## src/hdl/lstk_pkg.sv

```systemverilog
package lstk_pkg;

  localparam logic [1:0] K_PUSH   = 2'd0;
  localparam logic [1:0] K_POP    = 2'd1;
  localparam logic [1:0] K_PEEK   = 2'd2;
  localparam logic [1:0] K_SEARCH = 2'd3;

  localparam logic [1:0] ST_OK       = 2'd0;
  localparam logic [1:0] ST_FULL     = 2'd1;
  localparam logic [1:0] ST_EMPTY    = 2'd2;
  localparam logic [1:0] ST_NOTFOUND = 2'd3;

  localparam logic [6:0] MAX_RES = 7'd64;

  typedef struct packed {
    logic [1:0]         status;
    logic signed [31:0] data;
    logic [5:0]         idx;
    logic [6:0]         count;
    logic               last;
  } res_t;

  typedef struct packed {
    logic accept;       // input transfer taken this cycle
    logic emit_read;    // move read data into the output register
    logic scan_en;      // let the search scan advance
    logic scan_finish;  // write the closing search result
  } cmd_t;

  typedef struct packed {
    logic empty;
    logic out_free;
    logic scan_idle;
  } sts_t;

endpackage

```

## src/hdl/lstk_ctrl.sv

```systemverilog
module lstk_ctrl
  import lstk_pkg::*;
(
  input  logic       clk,
  input  logic       rst,
  input  logic       s_tvalid,
  input  logic [1:0] kind,
  input  sts_t       sts,
  output logic       s_tready,
  output cmd_t       cmd
);

  typedef enum logic [1:0] {
    S_IDLE,
    S_READ,
    S_SCAN
  } state_t;

  state_t state;

  assign s_tready = (state == S_IDLE) && sts.out_free;

  always_comb begin
    cmd             = '0;
    cmd.accept      = s_tvalid && s_tready;
    cmd.emit_read   = (state == S_READ) && sts.out_free;
    cmd.scan_en     = (state == S_SCAN);
    cmd.scan_finish = (state == S_SCAN) && sts.scan_idle && sts.out_free;
  end

  always_ff @(posedge clk) begin
    if (rst) begin
      state <= S_IDLE;
    end else begin
      unique case (state)
        S_IDLE: begin
          if (cmd.accept && !sts.empty) begin
            unique case (kind) inside
              K_POP, K_PEEK: state <= S_READ;
              K_SEARCH:      state <= S_SCAN;
              default:       state <= S_IDLE;
            endcase
          end
        end
        S_READ: begin
          if (cmd.emit_read) state <= S_IDLE;
        end
        S_SCAN: begin
          if (cmd.scan_finish) state <= S_IDLE;
        end
        default: state <= S_IDLE;
      endcase
    end
  end

endmodule

```

## src/hdl/lstk_dp.sv

```systemverilog
module lstk_dp
  import lstk_pkg::*;
#(
  parameter int DEPTH = 64
) (
  input  logic               clk,
  input  logic               rst,
  input  cmd_t               cmd,
  input  logic [1:0]         kind,
  input  logic signed [31:0] data_in,
  input  logic               m_tready,
  output sts_t               sts,
  output logic               out_valid,
  output res_t               out
);

  localparam int AW = (DEPTH > 1) ? $clog2(DEPTH) : 1;
  localparam int CW = $clog2(DEPTH + 1);

  logic signed [31:0] mem [DEPTH];
  logic signed [31:0] rd_data;

  logic [CW-1:0]      fill;
  logic [CW-1:0]      fill_m1;
  logic [CW-1:0]      ptr;
  logic [AW-1:0]      cmp_idx;
  logic               cmp_valid;
  logic [AW-1:0]      pend_idx;
  logic               pend_valid;
  logic [6:0]         mcount;
  logic signed [31:0] key;

  logic full, empty, out_free, capped, issue_ok, hit, stall, adv, out_load;
  logic is_push, is_read, is_search;
  logic rd_en;
  logic [AW-1:0] rd_addr;

  assign fill_m1   = fill - CW'(1);
  assign full      = (fill == CW'(DEPTH));
  assign empty     = (fill == '0);
  assign out_free  = !out_valid || m_tready;
  assign capped    = (mcount == MAX_RES);
  assign issue_ok  = (ptr < fill) && !capped;
  assign hit       = cmp_valid && (rd_data == key) && !capped;
  assign stall     = hit && pend_valid && !out_free;
  assign adv       = cmd.scan_en && !stall;

  assign is_push   = (kind == K_PUSH);
  assign is_read   = (kind == K_POP) || (kind == K_PEEK);
  assign is_search = (kind == K_SEARCH);

  assign out_load  = (cmd.accept && (is_push || empty)) || cmd.emit_read
                     || (adv && hit && pend_valid) || cmd.scan_finish;

  assign rd_en   = (cmd.accept && is_read && !empty) || (adv && issue_ok);
  assign rd_addr = cmd.accept ? fill_m1[AW-1:0] : ptr[AW-1:0];

  assign sts.empty     = empty;
  assign sts.out_free  = out_free;
  assign sts.scan_idle = capped || ((ptr == fill) && !cmp_valid);

  always_ff @(posedge clk) begin
    if (cmd.accept && is_push && !full) mem[fill[AW-1:0]] <= data_in;
    if (rd_en) rd_data <= mem[rd_addr];
  end

  always_ff @(posedge clk) begin
    if (rst) begin
      fill       <= '0;
      out_valid  <= 1'b0;
      cmp_valid  <= 1'b0;
      pend_valid <= 1'b0;
      mcount     <= '0;
      ptr        <= '0;
    end else begin
      if (out_load) begin
        out_valid <= 1'b1;
      end else if (m_tready) begin
        out_valid <= 1'b0;
      end

      if (cmd.accept) begin
        if (is_push) begin
          out       <= '{status: full ? ST_FULL : ST_OK, data: '0, idx: '0,
                         count: '0, last: 1'b1};
          if (!full) fill <= fill + CW'(1);
        end else if (empty) begin
          out       <= '{status: ST_EMPTY, data: '0, idx: '0, count: '0, last: 1'b1};
        end else if (is_search) begin
          key        <= data_in;
          ptr        <= '0;
          cmp_valid  <= 1'b0;
          pend_valid <= 1'b0;
          mcount     <= '0;
        end else if (kind == K_POP) begin
          fill <= fill_m1;
        end
      end

      if (cmd.emit_read) begin
        out       <= '{status: ST_OK, data: rd_data, idx: '0, count: '0, last: 1'b1};
      end

      if (adv) begin
        cmp_valid <= issue_ok;
        if (issue_ok) begin
          cmp_idx <= ptr[AW-1:0];
          ptr     <= ptr + CW'(1);
        end
        if (hit) begin
          // older match is not the final one: release it
          if (pend_valid) begin
            out       <= '{status: ST_OK, data: '0, idx: 6'(pend_idx), count: mcount,
                           last: 1'b0};
          end
          pend_valid <= 1'b1;
          pend_idx   <= cmp_idx;
          mcount     <= mcount + 7'd1;
        end
      end

      if (cmd.scan_finish) begin
        if (pend_valid) begin
          out <= '{status: ST_OK, data: '0, idx: 6'(pend_idx), count: mcount, last: 1'b1};
        end else begin
          out <= '{status: ST_NOTFOUND, data: '0, idx: '0, count: '0, last: 1'b1};
        end
      end
    end
  end

endmodule

```

## src/hdl/lifo_stack_with_search.sv

```systemverilog
// LIFO stack of signed 32-bit words, DEPTH deep, with push, pop, peek and a
// linear search from the bottom up. A push result is registered on accept;
// pop and peek go through the registered read of the stack memory first.
// A search walks the single read port one entry per cycle unless output
// backpressure stalls it; input is held off until its final result is
// written. Each match gives one result with its index and running count
// (at most 64); the last carries tlast. No clearing pass after reset.
module lifo_stack_with_search
  import lstk_pkg::*;
#(
  parameter int DEPTH = 64
) (
  input  logic        clk,
  input  logic        rst,
  input  logic        s_tvalid,
  output logic        s_tready,
  input  logic [31:0] s_tdata,   // data_in
  input  logic [1:0]  s_tuser,   // kind
  output logic        m_tvalid,
  input  logic        m_tready,
  output logic [47:0] m_tdata,   // data_out, match_index, match_count, 3'b0
  output logic [1:0]  m_tuser,   // status
  output logic        m_tlast    // last
);

  cmd_t cmd;
  sts_t sts;
  res_t res;

  lstk_ctrl u_ctrl (
    .clk      (clk),
    .rst      (rst),
    .s_tvalid (s_tvalid),
    .kind     (s_tuser),
    .sts      (sts),
    .s_tready (s_tready),
    .cmd      (cmd)
  );

  lstk_dp #(
    .DEPTH (DEPTH)
  ) u_dp (
    .clk       (clk),
    .rst       (rst),
    .cmd       (cmd),
    .kind      (s_tuser),
    .data_in   (s_tdata),
    .m_tready  (m_tready),
    .sts       (sts),
    .out_valid (m_tvalid),
    .out       (res)
  );

  assign m_tdata = {3'b000, res.count, res.idx, res.data};
  assign m_tuser = res.status;
  assign m_tlast = res.last;

endmodule

```

## config.mk

```make
export PLATFORM = sky130hd
export DESIGN_NAME = lifo_stack_with_search
export DESIGN_NICKNAME = d
export VERILOG_FILES = /design/src/hdl/lstk_pkg.sv /design/src/hdl/lstk_ctrl.sv /design/src/hdl/lstk_dp.sv /design/src/hdl/lifo_stack_with_search.sv
export SDC_FILE = /design/constraint.sdc
export NUM_CORES = 2
export LEC_CHECK = 0
export ABC_AREA = 1
export BUFFER_PORTS_ARGS = -buffer_cell sky130_fd_sc_hd__buf_2
export CAP_MARGIN = 25
export CORE_MARGIN = 2
export CORE_UTILIZATION = 62
export DETAILED_ROUTE_END_ITERATION = 8
export MAX_ROUTING_LAYER = met4
export PLACE_DENSITY = 0.78
export SLEW_MARGIN = 20
export SYNTH_ARGS = -nofsm -noshare
export SYNTH_HDL_FRONTEND = slang
export SYNTH_SLANG_ARGS = --single-unit
```

## constraint.sdc

```tcl
create_clock -name clk -period 8.5 [get_ports clk]
set_clock_uncertainty 0.15 [all_clocks]
set_input_delay 1.275 -clock clk [delete_from_list [all_inputs] [get_ports clk]]
set_output_delay 1.275 -clock clk [all_outputs]
set_load 0.01 [all_outputs]
```

==> flow_summary.toml <==
[yosys]
netlist_area_mm2 = 0.0959
synth.avg_cell_area_um2 = 10.3
synth-async-reset-ratio = 0
synth.largest_area_cell = "edfxtp_1"
synth_top_flop_cell = "edfxtp_1"
ys.warnings.count = 0
syn_inst = 9281
synth_top_area_frac = 0.680
synth_edf_count = 2172
yosys-top-cells-area = "edfxtp_1 (68%), nand2_1 (10%), nand3_1 (9.9%)"
ys_seq_elements = 2198
synth_cell_types = 40
yosysSeqAreaShare = 0.686

[cells_and_area]
areaGrowthSynthToFinish_pct = 9.67
nNetsFinal = 9305
register_area_mm2 = 0.0657
fillerInstances = 10557
multiInputGateArea_mm2 = 0.0219
layout_common_cells = "nand2_1 (2618), edfxtp_1 (2172), nand3_1 (1894)"
drive_gt1_frac = 0.0646
layoutNonFillerInstCount = 11476
final_common_cell = "nand2_1"

[floorplanning]
dieArea_mm2 = 0.158
initial_utilization = 0.623
row_count = 144
fp.dieW_um = 397
dieHeight_um = 397
core-area_mm2 = 0.154
io_pins = 91

[pwr]
leakagePower_nw = 43.9
ir_drop_mv = 0.234
powerDensity_mw_per_mm2 = 240

[sta]
layout_min_cycle_time_ps = 5370
setup_tns_ps = 0
slew_headroom = 0.172
finalHoldViolations = 0
worst_pin_slew_ps = 1240
rsz0062_at_grt = "no"
worst_hold_slack_ps = 268
finalSetupViolCount = 0
post-route-period-util = 0.632
max_freq_mhz = 186
maxSlewViolCount = 0

[clock_tree]
postCtsHoldBufs = 0
clockRootBuffer = "clkbuf_16"
cts_resized = 0
cts_htree_levels = 4
path_clk_slew_ps = 60
clock_latency_ps = 850
postCtsSetupBuffers = 0
cts_tree = "yes"
clk_path_buf_depth = 3
numCtsBuffers = 210
clkSinkCount = 2198

[setup_path]
crit_start = "m_tready"
crit_type = "in2reg"
r2r_end = "u_dp.rd_data[22]$_DFFE_PP_"
cpMostUsedCell = "nand2_1"
cp-start-kind = "input port"
worst-endpoint-arrival_ps = 5810
critPathMaxFanout = 183
crit_required_ps = 8930
end_kind = "flop"
ff2ff_setup_slack_ps = 3350
reg2reg_from = "u_dp.out_valid$_SDFFE_PP0P_"
r2r_cells = 14
max_stage_delay_ps = 730
cp-endpoint = "u_dp.rd_data[22]$_DFFE_PP_"
path_cells = "buf_2 > inv_1 > nand2_1 > buf_4 > nand3_4 > nand2_4 > nand2_8 > buf_12 > nand2_1 > nand2_1 > nand2_1 > nand3_1 > nand3_1 > nand3_1 > nand3_1 > nand2_1"
cpMaxStageDelayCell = "nand2_4"

[drt]
vias = 68090
detail_route.vias_per_cell = 5.93
firstDrtPassIters = 9
wl_per_cell_um = 23.7
drt_wl_total_mm = 272
antenna_left = 0
first_iter_violations = 11158
drt_drc_violations_left = 0

[global_route]
antenna_found_initial = 7
track_usage = 0.354
grt_pass1_vias = 65989
grt_max_degree = 223
grt_first_pass_wirelength_mm = 403
overflow = 0

[placed_design]
dp.cells = 11082
io_buffers = 87
hpwl_mm = 142
place_congestion = 0.922

[outcome]
status = "completed"

[run]
cap_violations = 0

[hold_path]
min_path_type = "reg2reg"
flip-flops by register name, summed over array words and instances, names as in the netlist:
register,count
u_dp.cmp_valid,1
u_dp.pend_valid,1
u_dp.ptr,7
u_dp.fill,7
u_dp.out,48
u_dp.rd_data,32
u_ctrl.state,2
u_dp.mcount,7
u_dp.pend_idx,6
u_dp.mem,2048
u_dp.key,32
u_dp.cmp_idx,6
u_dp.out_valid,1
metrics by stage:
stage,util,setup WS (ps),total power [W],cell area (um2)
after floorplan,-,3320,0.0148,95900
after CTS,0.683,3540,0.0251,105000
after detailed placement,0.641,2660,0.0163,98600
after global placement,0.640,2740,0.0162,98400
final,0.683,3130,0.0252,105000
after global routing,0.683,3160,0.0259,105000
where the power goes:
group          switching [W]  internal, W  total (W)
logic                0.00305      0.00104    0.00409
registers          0.0000972       0.0120     0.0121
clock network        0.00395      0.00505    0.00900
synthesized netlist by cell type, types with 3 or more instances:
master    count
nand2_1    2621
edfxtp_1   2172
nand3_1    1894
inv_1      1732
buf_2       349
nor2_1      114
clkbuf_1    107
a21oi_1      56
nand3b_1     33
o21ai_0      31
nand4_1      28
dfxtp_1      26
nor3_1       18
buf_1        17
ha_1         16
xor2_1       15
buf_4         7
xnor2_1       6
or2_2         5
nor3b_1       4
clkinv_1      3
metal layers:
metal	routed length, um	part of all wire	global-route usage	vias up
li1	-	-	-	30183
met1	97700	0.36	0.461	32150
met2	124000	0.46	0.536	4904
met3	37400	0.14	0.0820	853
met4	13300	0.049	0.159	0
met5	0	0	-	-
final cells by class:
type,count,share of cell area
clock inverters,115,0.00900
clock buffers,273,0.0529
inverters,1737,0.0621
multi-input cells,4867,0.208
diodes,5,0.000119
well taps,2044,0.0243
flip-flops and latches,2198,0.625
repair buffers,237,0.0178
worst max-delay path, delay by kind of cell:
| kind | cells | cell delay [ps] |
|---|---|---|
| and+or+nand+nor | 12 | 3090 |
| buffers and inverters | 4 | 950 |
worst min path at each step:
stage	cells after the start	from	slack, ps	to
global route	0	u_dp.cmp_idx[0]$_DFFE_PP_	280	u_dp.pend_idx[0]$_DFFE_PP_
global placement	0	u_dp.cmp_idx[1]$_DFFE_PP_	250	u_dp.pend_idx[1]$_DFFE_PP_
detailed placement	0	u_dp.cmp_idx[1]$_DFFE_PP_	250	u_dp.pend_idx[1]$_DFFE_PP_
floorplan	0	u_dp.cmp_idx[0]$_DFFE_PP_	250	u_dp.pend_idx[0]$_DFFE_PP_
finish	0	u_dp.cmp_idx[1]$_DFFE_PP_	270	u_dp.pend_idx[1]$_DFFE_PP_
CTS	0	u_dp.cmp_idx[1]$_DFFE_PP_	270	u_dp.pend_idx[1]$_DFFE_PP_
logic make-up after synthesis:
family,Yosys count,synth area share
fa+ha+maj,16,0.00209
other cells,1,0.0000391
simple gates,4725,0.213
flops,2198,0.686
compound gates,102,0.00577
xor+xnor,21,0.00192
buf+inv,2218,0.0917
(Power assumes the default switching activity.)
